[config.mk]
export PLATFORM = sky130hd
export DESIGN_NAME = gbl_queue
export DESIGN_NICKNAME = d
export VERILOG_FILES = /design/src/rtl/core/gbl_pkg.sv /design/src/rtl/core/gbl_queue.sv
export SDC_FILE = /design/constraint.sdc
export NUM_CORES = 1
export LEC_CHECK = 0
export CORE_MARGIN = 2
export CORE_UTILIZATION = 65
export CTS_BUF_LIST = sky130_fd_sc_hd__clkbuf_2 sky130_fd_sc_hd__clkbuf_4 sky130_fd_sc_hd__clkbuf_8
export DETAILED_ROUTE_END_ITERATION = 12
export DONT_BUFFER_PORTS = 1
export PLACE_DENSITY = 0.81
export RECOVER_POWER = 25
export SKIP_CTS_REPAIR_TIMING = 1
export SLEW_MARGIN = 20
export SYNTH_ARGS = -nofsm -noshare
export SYNTH_HDL_FRONTEND = slang
export SYNTH_SLANG_ARGS = --single-unit
[constraint.sdc]
create_clock -name clk -period 2 [get_ports clk]
set_input_delay 0.1 -clock clk [delete_from_list [all_inputs] [get_ports clk]]
set_output_delay 0.1 -clock clk [all_outputs]
set_load 0.1 [all_outputs]
[src/rtl/core/gbl_pkg.sv]
// ----------------------------------------------------------------------------
// gbl_pkg
// shared types, constants and register codes of the 3x3 gaussian blur stream
// ----------------------------------------------------------------------------
`default_nettype none

package gbl_pkg;

    localparam int PIX_W          = 8;
    localparam int OUT_COORD_W    = 10;
    localparam int SIZE_W         = 11;
    localparam int COEF_W         = 16;
    localparam int CFG_IDX_W      = 3;
    localparam int CFG_DATA_W     = 16;
    localparam int SIDE_SUM_W     = PIX_W + 2;
    localparam int FRAC_W         = 16;

    localparam int DEF_MAX_WIDTH  = 1024;
    localparam int DEF_MAX_HEIGHT = 1024;

    localparam logic [SIZE_W-1:0] RST_FRAME_WIDTH  = 11'd1024;
    localparam logic [SIZE_W-1:0] RST_FRAME_HEIGHT = 11'd1024;
    localparam logic [COEF_W-1:0] RST_COEF_CENTER  = 16'd13381;
    localparam logic [COEF_W-1:0] RST_COEF_SIDE    = 16'd8116;
    localparam logic [COEF_W-1:0] RST_COEF_CORNER  = 16'd4922;

    localparam logic [PIX_W-1:0] PIX_MAX = 8'd255;

    localparam int QUEUE_DEPTH = 4;
    localparam int QCNT_W      = $clog2(QUEUE_DEPTH + 1);

    typedef enum logic [CFG_IDX_W-1:0] {
        REG_FRAME_WIDTH  = 3'd0,
        REG_FRAME_HEIGHT = 3'd1,
        REG_COEF_CENTER  = 3'd2,
        REG_COEF_SIDE    = 3'd3,
        REG_COEF_CORNER  = 3'd4
    } cfg_reg_t;

    typedef logic [PIX_W-1:0] pix_t;

    // entry k*3+j: row k (0 oldest line, 2 current line), column j (2 newest)
    typedef logic [8:0][PIX_W-1:0] window_t;

    typedef struct packed {
        logic has_up;
        logic last_row;
        logic has_left;
        logic last_col;
    } item_flags_t;

    typedef struct packed {
        logic [COEF_W-1:0] center;
        logic [COEF_W-1:0] side;
        logic [COEF_W-1:0] corner;
    } coefs_t;

endpackage

`default_nettype wire

[src/rtl/core/gbl_queue.sv]
// ----------------------------------------------------------------------------
// gbl_queue
// short register queue between front and back
// ----------------------------------------------------------------------------
`default_nettype none

module gbl_queue
    import gbl_pkg::*;
#(
    parameter int WIDTH = 32
) (
    input  wire logic              clk,
    input  wire logic              rst_n,
    input  wire logic              push,
    input  wire logic [WIDTH-1:0]  din,
    input  wire logic              pop,
    output logic      [WIDTH-1:0]  dout,
    output logic      [QCNT_W-1:0] count
);

    localparam int PW = QUEUE_DEPTH > 1 ? $clog2(QUEUE_DEPTH) : 1;

    logic [WIDTH-1:0]  slot_reg [QUEUE_DEPTH];
    logic [PW-1:0]     wr_ptr_reg;
    logic [PW-1:0]     rd_ptr_reg;
    logic [QCNT_W-1:0] count_reg;

    always_ff @(posedge clk or negedge rst_n)
    begin
        if (!rst_n)
        begin
            wr_ptr_reg <= '0;
            rd_ptr_reg <= '0;
            count_reg  <= '0;
        end
        else
        begin
            if (push)
            begin
                wr_ptr_reg <= (wr_ptr_reg == PW'(QUEUE_DEPTH - 1)) ? '0 : wr_ptr_reg + 1'b1;
            end
            if (pop)
            begin
                rd_ptr_reg <= (rd_ptr_reg == PW'(QUEUE_DEPTH - 1)) ? '0 : rd_ptr_reg + 1'b1;
            end
            count_reg <= count_reg + QCNT_W'(push) - QCNT_W'(pop);
        end
    end

    always_ff @(posedge clk)
    begin
        if (push)
        begin
            slot_reg[wr_ptr_reg] <= din;
        end
    end

    assign dout  = slot_reg[rd_ptr_reg];
    assign count = count_reg;

endmodule

`default_nettype wire

==> key figures <==
STA
  • Relative slew slack: 77.74%
  • Post-Route Skew: ~0.011 ns
  • Worst Tran Pin Value: 0.3328 ns
  • Setup-failing EPs final: 0
  • Sum Neg Setup Slack: 0 ns
  • Max-slew violation count: 0
  • Fin crit share: 96.41%
  • Final hold vios: 0
  • Shortest period the worst path allows: between 1.5 and 2 ns
  • FMAX: between 500 and 600 MHz

Logic synthesis
  • Mean post-synth cell area: between 20 and 30 µm²
  • Top post-synthesis cells by count: edfxtp_1, mux4_2, dfrtp_1, ha_1, inv_1
  • Top_reg_cell synth: edfxtp_1
  • Distinct cells, synth: 18
  • Ys async rst share: under 10%
  • Synth top area cells: edfxtp_1, mux4_2, dfrtp_1
  • Ys Warns: 0
  • Top-count cell post-synth: edfxtp_1
  • Synth Cell Area: 5066 µm²
  • Synth top area share: 75.87%
  • FF+latch count, synth: 135
  • Post-synthesis cell count: 202
  • Area leader, netlist: edfxtp_1
  • EDFF count, synth: 128
  • Syn_nets: 246
  • Register area share after synthesis: approximately four fifths

Routing
  • Drt wl/cell: 24.11 µm
  • Vias: between 2000 and 2500
  • # DRC: 0
  • Routed WL: ~10000 µm
  • DRT iter0 DRCs: 188
  • Pre-Repair DR Iteration Count: 5
  • Post-DRT Antenna Nets: 0
  • Via density: a little under 6

Floorplan
  • Initial core utilization: between 60 and 70%
  • Die Y: 92.29 µm
  • Num ports: 71
  • Chip width: about 90 µm
  • Core ar.: roughly 7600 µm²
  • Die area: 8517 µm²
  • FP Rows: 32

CTS
  • Clock latency on the worst-skew pair: 0.43 ns
  • H-tree Lvls: 4
  • Root Driver: clkbuf_8
  • Bufs on Longest Clock Path: 2
  • CTS clk-pin slew, worst paths: ~0.080 ns
  • CTS buffer count: 17
  • CTS tree: yes
  • Clk sinks: 135

Critical path
  • Worst path max stage delay: 0.58 ns
  • Cell mode on critical path: buf_12
  • CP cell instances: buf_12 > mux4_2 > buf_12
  • Crit path DAT: 1.83 ns
  • WP data required: between 1.5 and 2 ns
  • CP delay by family, top: multiplexers
  • CP Max Fanout: 17
  • Critical Path Sink Type: output pin
  • Crit path buffers/inverters: 2
  • WS Path Type: reg -> out
  • Startpoint Class: flop
  • Slowest cell on crit path: mux4_2

Final layout
  • Sequential cell area: around 4000 µm²
  • Largest register FFs: 128
  • Antenna diodes: 0
  • Multi-input logic area: slightly above 900 µm²
  • Final Net Count: 340
  • Core Util, Final: 86.68%
  • Fin area: about 6600 µm²
  • Layout area overhead: 30.85%
  • Layout cell share with drive strength beyond 1: roughly two fifths
  • Fillcell total: 270

Place
  • PortBufs: 0
  • Post-DP Area: between 5000 and 6000 µm²
  • Final Wtd Congestion: about 0.64
  • Final HPWL DP: 5704 µm

Global route
  • Initial antenna violation count: 0
  • GRT overflow: 0
  • Largest net degree at the start of global routing: 19
  • First-pass GRT wire length: 13380 µm
  • Number of global-route vias before repair: 2440
  • Total GRT Usage: about 23%

Min path
  • Hold Path Class: in -> reg

Job
  • Max cap viols: 0

Run status
  • Status: completed
==> through the flow <==
stage               hold slack (ns)  std cells  worst slack, ns
global placement            -0.1954        343           0.3200
detailed placement          -0.1954        343           0.2272
CTS                         -0.6670        375         -0.01379
global route                0.05352        411      -0.00003997
finish                      0.05269        411          0.07187
floorplan                   -0.1956        202          0.03907
==> area by class of cell <==
cell class / instances / area share (%)
Clock buffer: 17 / 3.530
Clock inverter: 15 / 2.378
Inverter: 6 / 0.3398
Multi-Input combinational cell: 53 / 13.95
Sequential cell: 135 / 60.70
Tap cell: 102 / 1.925
Timing Repair Buffer: 83 / 17.18
==> final timing paths <==
kind / start / endpoint / slack, ns / cells after the start
worst max-delay path: rd_ptr_reg[0]$_DFFE_PN0P_ / dout[6] / 0.07 / 3
worst min-delay path: pop / count[1]$_DFF_PN0_ / 0.05 / 3
worst max register to register: count[0]$_DFF_PN0_ / count[2]$_DFF_PN0_ / 0.22 / 8
worst min register to register: count[2]$_DFF_PN0_ / count[2]$_DFF_PN0_ / 0.61 / 2
max in group asynchronous: rst_n / count[0]$_DFF_PN0_ / 1.17 / 2
min in group asynchronous: rst_n / wr_ptr_reg[0]$_DFFE_PN0P_ / 0.54 / 2
==> worst reg2reg max path: stages, from the launching register on <==
cell	delay [ns]
dfrtp_4	0.47
inv_1	0.07
ha_1	0.22
inv_1	0.06
ha_1	0.14
inv_1	0.05
fa_1	0.38
xnor2_1	0.15
xnor2_1	0.12
==> routing by layer <==
layer / global-route usage (%) / vias to the layer above / routed length [µm]
met1: 24.59 / 1216 / 3450
met5: 0 / - / 0
met2: 40.26 / 128 / 5595
met3: 9.203 / 17 / 689
met4: 7.214 / 0 / 175
li1: - / 1034 / -
==> placed cells by master (no fill, tap or decap) <==
cell type      instances
edfxtp_1             128
dlygate4sd3_1         36
buf_12                34
mux4_2                32
clkbuf_8              17
buf_4                 13
ha_1                   7
inv_1                  6
inv_6                  5
dfrtp_1                5
and2_2                 4
clkinvlp_4             4
inv_8                  4
xnor2_1                2
o21ai_0                2
mux2_2                 2
or3b_2                 1
nor2_1                 1
nand2_1                1
fa_1                   1
clkinv_4               1
bufinv_16              1
dfrtp_4                1
dfrtp_2                1
==> logic make-up after synthesis <==
logic type                 share of synthesized area, %
AOI/OAI and AO/OA                                0.1976
xor gates and xnor gates                         0.3458
adders and majority gates                         2.124
buffers and inverters                             2.223
DFF                                               79.33
muxes                                             14.97
and+or+nand+nor                                  0.8148
Power is not shown: default switching activity piles up to over one toggle a cycle in this logic, so the estimate is an artifact.
