--- config.mk ---
export PLATFORM = sky130hd
export DESIGN_NAME = gbl_back
export DESIGN_NICKNAME = d
export VERILOG_FILES = /design/src/rtl/core/gbl_pkg.sv /design/src/rtl/core/gbl_back.sv
export SDC_FILE = /design/constraint.sdc
export NUM_CORES = 2
export LEC_CHECK = 0
export BUFFER_PORTS_ARGS = -buffer_cell sky130_fd_sc_hd__buf_2
export CORE_ASPECT_RATIO = 1.75
export CORE_UTILIZATION = 55
export CTS_BUF_LIST = sky130_fd_sc_hd__clkbuf_16
export DETAILED_ROUTE_END_ITERATION = 12
export HOLD_SLACK_MARGIN = 0.1
export PLACE_DENSITY = 0.74
export SLEW_MARGIN = 20
export SYNTH_ARGS = -nofsm -noshare
export SYNTH_HDL_FRONTEND = slang
export SYNTH_SLANG_ARGS = --single-unit
--- constraint.sdc ---
create_clock -name clk -period 7.15 [get_ports clk]
set_input_delay 0 -clock clk [delete_from_list [all_inputs] [get_ports clk]]
set_output_delay 0 -clock clk [all_outputs]
set_load 0.01 [all_outputs]
--- src/rtl/core/gbl_pkg.sv ---
// ----------------------------------------------------------------------------
// gbl_pkg
// shared types, constants and register codes of the 3x3 gaussian blur stream
// ----------------------------------------------------------------------------
`default_nettype none

package gbl_pkg;

    localparam int PIX_W          = 8;
    localparam int OUT_COORD_W    = 10;
    localparam int SIZE_W         = 11;
    localparam int COEF_W         = 16;
    localparam int CFG_IDX_W      = 3;
    localparam int CFG_DATA_W     = 16;
    localparam int SIDE_SUM_W     = PIX_W + 2;
    localparam int FRAC_W         = 16;

    localparam int DEF_MAX_WIDTH  = 1024;
    localparam int DEF_MAX_HEIGHT = 1024;

    localparam logic [SIZE_W-1:0] RST_FRAME_WIDTH  = 11'd1024;
    localparam logic [SIZE_W-1:0] RST_FRAME_HEIGHT = 11'd1024;
    localparam logic [COEF_W-1:0] RST_COEF_CENTER  = 16'd13381;
    localparam logic [COEF_W-1:0] RST_COEF_SIDE    = 16'd8116;
    localparam logic [COEF_W-1:0] RST_COEF_CORNER  = 16'd4922;

    localparam logic [PIX_W-1:0] PIX_MAX = 8'd255;

    localparam int QUEUE_DEPTH = 4;
    localparam int QCNT_W      = $clog2(QUEUE_DEPTH + 1);

    typedef enum logic [CFG_IDX_W-1:0] {
        REG_FRAME_WIDTH  = 3'd0,
        REG_FRAME_HEIGHT = 3'd1,
        REG_COEF_CENTER  = 3'd2,
        REG_COEF_SIDE    = 3'd3,
        REG_COEF_CORNER  = 3'd4
    } cfg_reg_t;

    typedef logic [PIX_W-1:0] pix_t;

    // entry k*3+j: row k (0 oldest line, 2 current line), column j (2 newest)
    typedef logic [8:0][PIX_W-1:0] window_t;

    typedef struct packed {
        logic has_up;
        logic last_row;
        logic has_left;
        logic last_col;
    } item_flags_t;

    typedef struct packed {
        logic [COEF_W-1:0] center;
        logic [COEF_W-1:0] side;
        logic [COEF_W-1:0] corner;
    } coefs_t;

endpackage

`default_nettype wire

--- src/rtl/core/gbl_back.sv ---
// ----------------------------------------------------------------------------
// gbl_back
// walks the output pixels of each queued item and filters them in a pipeline
// ----------------------------------------------------------------------------
`default_nettype none

module gbl_back
    import gbl_pkg::*;
#(
    parameter int MAX_WIDTH  = DEF_MAX_WIDTH,
    parameter int MAX_HEIGHT = DEF_MAX_HEIGHT
) (
    input  wire logic                    clk,
    input  wire logic                    rst_n,
    input  wire logic                    q_valid,
    input  wire window_t                 q_win,
    input  wire item_flags_t             q_flags,
    input  wire logic [(MAX_HEIGHT > 1 ? $clog2(MAX_HEIGHT) : 1)-1:0] q_row,
    input  wire logic [(MAX_WIDTH > 1 ? $clog2(MAX_WIDTH) : 1)-1:0]   q_col,
    output logic                         q_pop,
    input  wire coefs_t                  coefs,
    output logic                         out_valid,
    input  wire logic                    out_stall,
    output pix_t                         pixel_out,
    output logic [OUT_COORD_W-1:0]       out_row,
    output logic [OUT_COORD_W-1:0]       out_col,
    output logic                         last_of_item,
    output logic                         frame_done
);

    localparam int CW     = MAX_WIDTH > 1 ? $clog2(MAX_WIDTH) : 1;
    localparam int RW     = MAX_HEIGHT > 1 ? $clog2(MAX_HEIGHT) : 1;
    localparam int PC_W   = COEF_W + PIX_W;
    localparam int PS_W   = COEF_W + SIDE_SUM_W;
    // three products, two of them full side-sum width
    localparam int ACC_W  = PS_W + 2;

    function automatic pix_t tap(window_t w, logic [1:0] ri, logic [1:0] ci);
        logic [3:0] k;
        k = 4'(ri) * 4'd3 + 4'(ci);
        return w[k];
    endfunction

    logic        en;
    logic        issue;
    logic        active_reg;
    logic        row_own_reg;
    logic        col_own_reg;
    logic        row_own;
    logic        col_own;
    logic        done;
    logic [1:0]  ri [3];
    logic [1:0]  ci [3];

    logic                   a_valid_reg;
    pix_t                   a_center_reg;
    logic [SIDE_SUM_W-1:0]  a_side_reg;
    logic [SIDE_SUM_W-1:0]  a_corner_reg;
    logic [OUT_COORD_W-1:0] a_row_reg;
    logic [OUT_COORD_W-1:0] a_col_reg;
    logic                   a_last_reg;
    logic                   a_fdone_reg;

    logic                   b_valid_reg;
    logic [PC_W-1:0]        b_pc_reg;
    logic [PS_W-1:0]        b_ps_reg;
    logic [PS_W-1:0]        b_pk_reg;
    logic [OUT_COORD_W-1:0] b_row_reg;
    logic [OUT_COORD_W-1:0] b_col_reg;
    logic                   b_last_reg;
    logic                   b_fdone_reg;

    logic [ACC_W-1:0]       acc;
    logic [ACC_W-FRAC_W-1:0] acc_int;

    logic                   out_valid_reg;
    pix_t                   out_pix_reg;
    logic [OUT_COORD_W-1:0] out_row_reg;
    logic [OUT_COORD_W-1:0] out_col_reg;
    logic                   out_last_reg;
    logic                   out_fdone_reg;

    assign en    = !out_valid_reg || !out_stall;
    assign issue = en && q_valid;

    // row/col own: the output sits on the item's own line or column
    assign row_own = active_reg ? row_own_reg : !q_flags.has_up;
    assign col_own = active_reg ? col_own_reg : !q_flags.has_left;
    assign done    = !(!col_own && q_flags.last_col) && !(!row_own && q_flags.last_row);
    assign q_pop   = issue && done;

    // window rows and columns of the three taps, clamped at the frame edges
    always_comb
    begin
        if (row_own)
        begin
            ri[0] = (q_row == '0) ? 2'd2 : 2'd1;
            ri[1] = 2'd2;
            ri[2] = 2'd2;
        end
        else
        begin
            ri[0] = (q_row == RW'(1)) ? 2'd1 : 2'd0;
            ri[1] = 2'd1;
            ri[2] = 2'd2;
        end
        if (col_own)
        begin
            ci[0] = (q_col == '0) ? 2'd2 : 2'd1;
            ci[1] = 2'd2;
            ci[2] = 2'd2;
        end
        else
        begin
            ci[0] = (q_col == CW'(1)) ? 2'd1 : 2'd0;
            ci[1] = 2'd1;
            ci[2] = 2'd2;
        end
    end

    always_ff @(posedge clk or negedge rst_n)
    begin
        if (!rst_n)
        begin
            active_reg    <= 1'b0;
            row_own_reg   <= 1'b0;
            col_own_reg   <= 1'b0;
            a_valid_reg   <= 1'b0;
            b_valid_reg   <= 1'b0;
            out_valid_reg <= 1'b0;
        end
        else if (en)
        begin
            a_valid_reg   <= issue;
            b_valid_reg   <= a_valid_reg;
            out_valid_reg <= b_valid_reg;
            if (issue)
            begin
                if (done)
                begin
                    active_reg <= 1'b0;
                end
                else if (!col_own && q_flags.last_col)
                begin
                    active_reg  <= 1'b1;
                    row_own_reg <= row_own;
                    col_own_reg <= 1'b1;
                end
                else
                begin
                    active_reg  <= 1'b1;
                    row_own_reg <= 1'b1;
                    col_own_reg <= !q_flags.has_left;
                end
            end
        end
    end

    assign acc     = ACC_W'(b_pc_reg) + ACC_W'(b_ps_reg) + ACC_W'(b_pk_reg);
    assign acc_int = acc[ACC_W-1:FRAC_W];

    always_ff @(posedge clk)
    begin
        if (en)
        begin
            a_center_reg <= tap(q_win, ri[1], ci[1]);
            a_side_reg   <= SIDE_SUM_W'(tap(q_win, ri[0], ci[1]))
                          + SIDE_SUM_W'(tap(q_win, ri[2], ci[1]))
                          + SIDE_SUM_W'(tap(q_win, ri[1], ci[0]))
                          + SIDE_SUM_W'(tap(q_win, ri[1], ci[2]));
            a_corner_reg <= SIDE_SUM_W'(tap(q_win, ri[0], ci[0]))
                          + SIDE_SUM_W'(tap(q_win, ri[0], ci[2]))
                          + SIDE_SUM_W'(tap(q_win, ri[2], ci[0]))
                          + SIDE_SUM_W'(tap(q_win, ri[2], ci[2]));
            a_row_reg    <= row_own ? OUT_COORD_W'(q_row) : OUT_COORD_W'(q_row - 1'b1);
            a_col_reg    <= col_own ? OUT_COORD_W'(q_col) : OUT_COORD_W'(q_col - 1'b1);
            a_last_reg   <= done;
            a_fdone_reg  <= row_own && col_own;

            b_pc_reg    <= PC_W'(a_center_reg) * PC_W'(coefs.center);
            b_ps_reg    <= PS_W'(a_side_reg) * PS_W'(coefs.side);
            b_pk_reg    <= PS_W'(a_corner_reg) * PS_W'(coefs.corner);
            b_row_reg   <= a_row_reg;
            b_col_reg   <= a_col_reg;
            b_last_reg  <= a_last_reg;
            b_fdone_reg <= a_fdone_reg;

            out_pix_reg   <= (acc_int > (ACC_W-FRAC_W)'(PIX_MAX)) ? PIX_MAX
                                                               : PIX_W'(acc_int);
            out_row_reg   <= b_row_reg;
            out_col_reg   <= b_col_reg;
            out_last_reg  <= b_last_reg;
            out_fdone_reg <= b_fdone_reg;
        end
    end

    assign out_valid    = out_valid_reg;
    assign pixel_out    = out_pix_reg;
    assign out_row      = out_row_reg;
    assign out_col      = out_col_reg;
    assign last_of_item = out_last_reg;
    assign frame_done   = out_fdone_reg;

endmodule

`default_nettype wire

==> summary.md <==
| Metric | Value |
|---|---|
| Postcts setup bufs | 0 |
| Post-cts resize count | 0 |
| Core box area | 46200 um^2 |
| CTS tree | built |
| ANT nets after route | 0 |
| Flop and latch count out of synthesis | 184 |
| CP max FO | 12 |
| Worst path arrival time | 6.62 ns |
| Post-synthesis sequential area ratio | 21.2% |
| Area share of the leading cell type in the synthesized netlist | 27.9% |
| Place WS | 0.815 ns |
| CP required | 7.39 ns |
| Initial DRC count | 856 |
| Class of the worst hold path | in2reg |
| Util after Layout | 61.6% |
| Via/cell ratio | 5.88 |
| Std cell rows | 104 |
| Syn-to-layout area delta | 9.88% |
| Synth unique cells | 75 |
| Largest net degree at the start of global routing | 146 |
| Ant. Diodes | 0 |
| Synth area leaders | fa_1 (28%), edfxtp_1 (21%), ha_1 (11%) |
| Root Buffer | clkbuf_16 |
| Post-synth top cells | inv_1 (408), fa_1 (361), nand2_1 (326), and2_1 (239), ha_1 (226) |
| Slew headroom | 34.4% |
| Worst-path clk slew | 0.09 ns |
| Hold buffers post-CTS | 47 |
| Outcome | complete, but fails checks |
| Synth Area per Inst | 10.2 um^2 |
| # DRC | 4 |
| Top FF cell, synth | edfxtp_1 |
| DP HPWL | 59.1 mm |
| Mapped Area | 25900 um^2 |
| Number of global-route vias before repair | 21900 |
| Die W | 166 um |
| First-pass GRT wire length | 115 mm |
| Clock Skew | 0.0240 ns |
| Clock buffer depth | 2 |
| Drt total wl | 71.5 mm |
| # setup viols final | 0 |
| Final-stage net count | 3457 |
| Clk_lat worst skew | 0.48 ns |
| Post-synth ARST share | 3.26% |
| Max_cap viols | 0 |
| I/O Pins | 180 |
| Die height | 289 um |
| Final TNS setup | 0 ns |
| WL per Instance | 21.5 um |
| Initial antenna violation count | 7 |
| Cells after synthesis | 2543 |
| Final Max Tran Viols | 0 |
| Crit start category | flip-flop |
| Detailed Routing Iterations Pass 1 | 11 |
| Placer congestion estimate | 0.957 |
| EDFF count, synth | 178 |
| Via count | 19500 |
| Initial Util | 56.1% |
| RSZ-0062 raised after global routing | false |
| Final Hold Fails | 0 |
| Grt ovf | 0 |
| Synth area leader | fa_1 |
| Layout cell share with drive strength beyond 1 | 12.1% |
| Max Fclk | 157 MHz |
| Setup ws final | 0.769 ns |
| Most common cell in the netlist | inv_1 |
| H-tree depth | 4 |
| Cts bufs inserted | 17 |
| Die footprint | 48000 um^2 |
| CTS sink count | 184 |
| CP endpoint kind | flip-flop |
| Crit Path Class | reg2reg |
| Worst-margin pin slew | 0.984 ns |
| Port Buffers | 179 |
| Synth Net Count | 3278 |
| Synthesis Warnings | 0 |
| Overall routing resource usage | 31.5% |
| Failing checks | design-rule violations |
| Min Tclk post-route | 6.38 ns |
| Period utilisation layout | 89.2% |
cell usage in the layout, fill, tap and decap left out, drive strengths merged, types with 9 or more instances in the layout:
master | synthesis | routed
nor2 | 72 | 72
and3 | 16 | 16
a21o | 24 | 24
o21ai | 77 | 77
nand2 | 327 | 327
a211oi | 14 | 14
inv | 412 | 420
o211ai | 12 | 12
xnor2 | 65 | 65
clkbuf | 77 | 17
edfxtp | 178 | 178
nor2b | 12 | 12
a21oi | 84 | 84
and2 | 239 | 239
nand2b | 15 | 15
dlygate4sd3 | 0 | 47
ha | 226 | 226
fa | 361 | 361
mux2i | 44 | 44
o21a | 12 | 12
buf | 19 | 209
nor3 | 26 | 26
nor4 | 9 | 9
xor2 | 29 | 29
nand3 | 20 | 20
o21bai | 15 | 15
a22oi | 9 | 9
mux4 | 64 | 64
worst max-delay path, stage by stage, from the launching register on:
cell      delay, ns
dfrtp_1        0.44
nand2_1        0.13
o21a_1         0.16
inv_2          0.16
nand3_1        0.17
inv_2          0.04
nor2_1         0.54
ha_1           0.29
inv_1          0.07
fa_1           0.61
buf_4          0.22
and3_1         0.44
nand2_1        0.09
o21ai_0        0.13
fa_1           0.47
fa_1           0.50
ha_1           0.24
fa_1           0.41
a21oi_1        0.17
nor2_1         0.07
nor2_1         0.13
o21bai_1       0.08
a21oi_1        0.23
nor2b_1        0.08
o21ai_0        0.19
nand2b_1       0.07
routing by layer:
metal	vias up	routed length (um)	track usage, %
met1	9795	23000	30.2
li1	8682	-	-
met3	292	3670	4.80
met4	14	5510	22.2
met5	-	90	0
met2	717	39300	61.2
final cells by class:
type	instances	area (um^2)
multi-input combinational	1851	18500
fill	3796	17700
sequential	184	5500
timing repair buffer	256	1620
inverter	412	1550
tap	583	729
clock buffer	17	425
clock inverter	15	156
path summary, 6_finish.rpt:
kind | slack (ns) | cells past startpoint | from | to
worst max register to register | 0.77 | 25 | active_reg$_DFFE_PN0P_ | a_corner_reg[9]$_DFFE_PN_
worst min-delay path | 0.12 | 3 | coefs[33] | b_pc_reg[1]$_DFFE_PN_
worst min register to register | 0.42 | 0 | b_row_reg[7]$_DFFE_PN_ | out_row[7]$_DFFE_PN_
min in group asynchronous | 0.44 | 3 | rst_n | active_reg$_DFFE_PN0P_
max in group asynchronous | 6.48 | 3 | rst_n | b_valid_reg$_DFFE_PN0N_
worst max-delay path | 0.77 | 25 | active_reg$_DFFE_PN0P_ | a_corner_reg[9]$_DFFE_PN_
cells by family after synthesis:
logic type	after synthesis	share of synthesized area [%]
flip-flops	184	21.2
AO/OA/AOI/OAI	298	7.45
XOR/XNOR	94	3.24
adder cells (fa/ha/maj)	587	38.8
multiplexers	109	7.31
AND/OR/NAND/NOR	763	14.5
buffers and inverters	508	7.43
per-stage QoR:
step / cell area [um^2] / instances / hold WS [ns]
2_1_floorplan: 25900 / 2543 / -0.296
3_3_place_gp: 27400 / 3239 / -0.178
3_5_place_dp: 27400 / 3239 / -0.172
4_1_cts: 28500 / 3318 / 0.109
5_1_grt: 28500 / 3318 / 0.154
6_report: 28500 / 3318 / 0.119
Power is not shown: default switching activity piles up to over one toggle a cycle in this logic, so the estimate is an artifact.
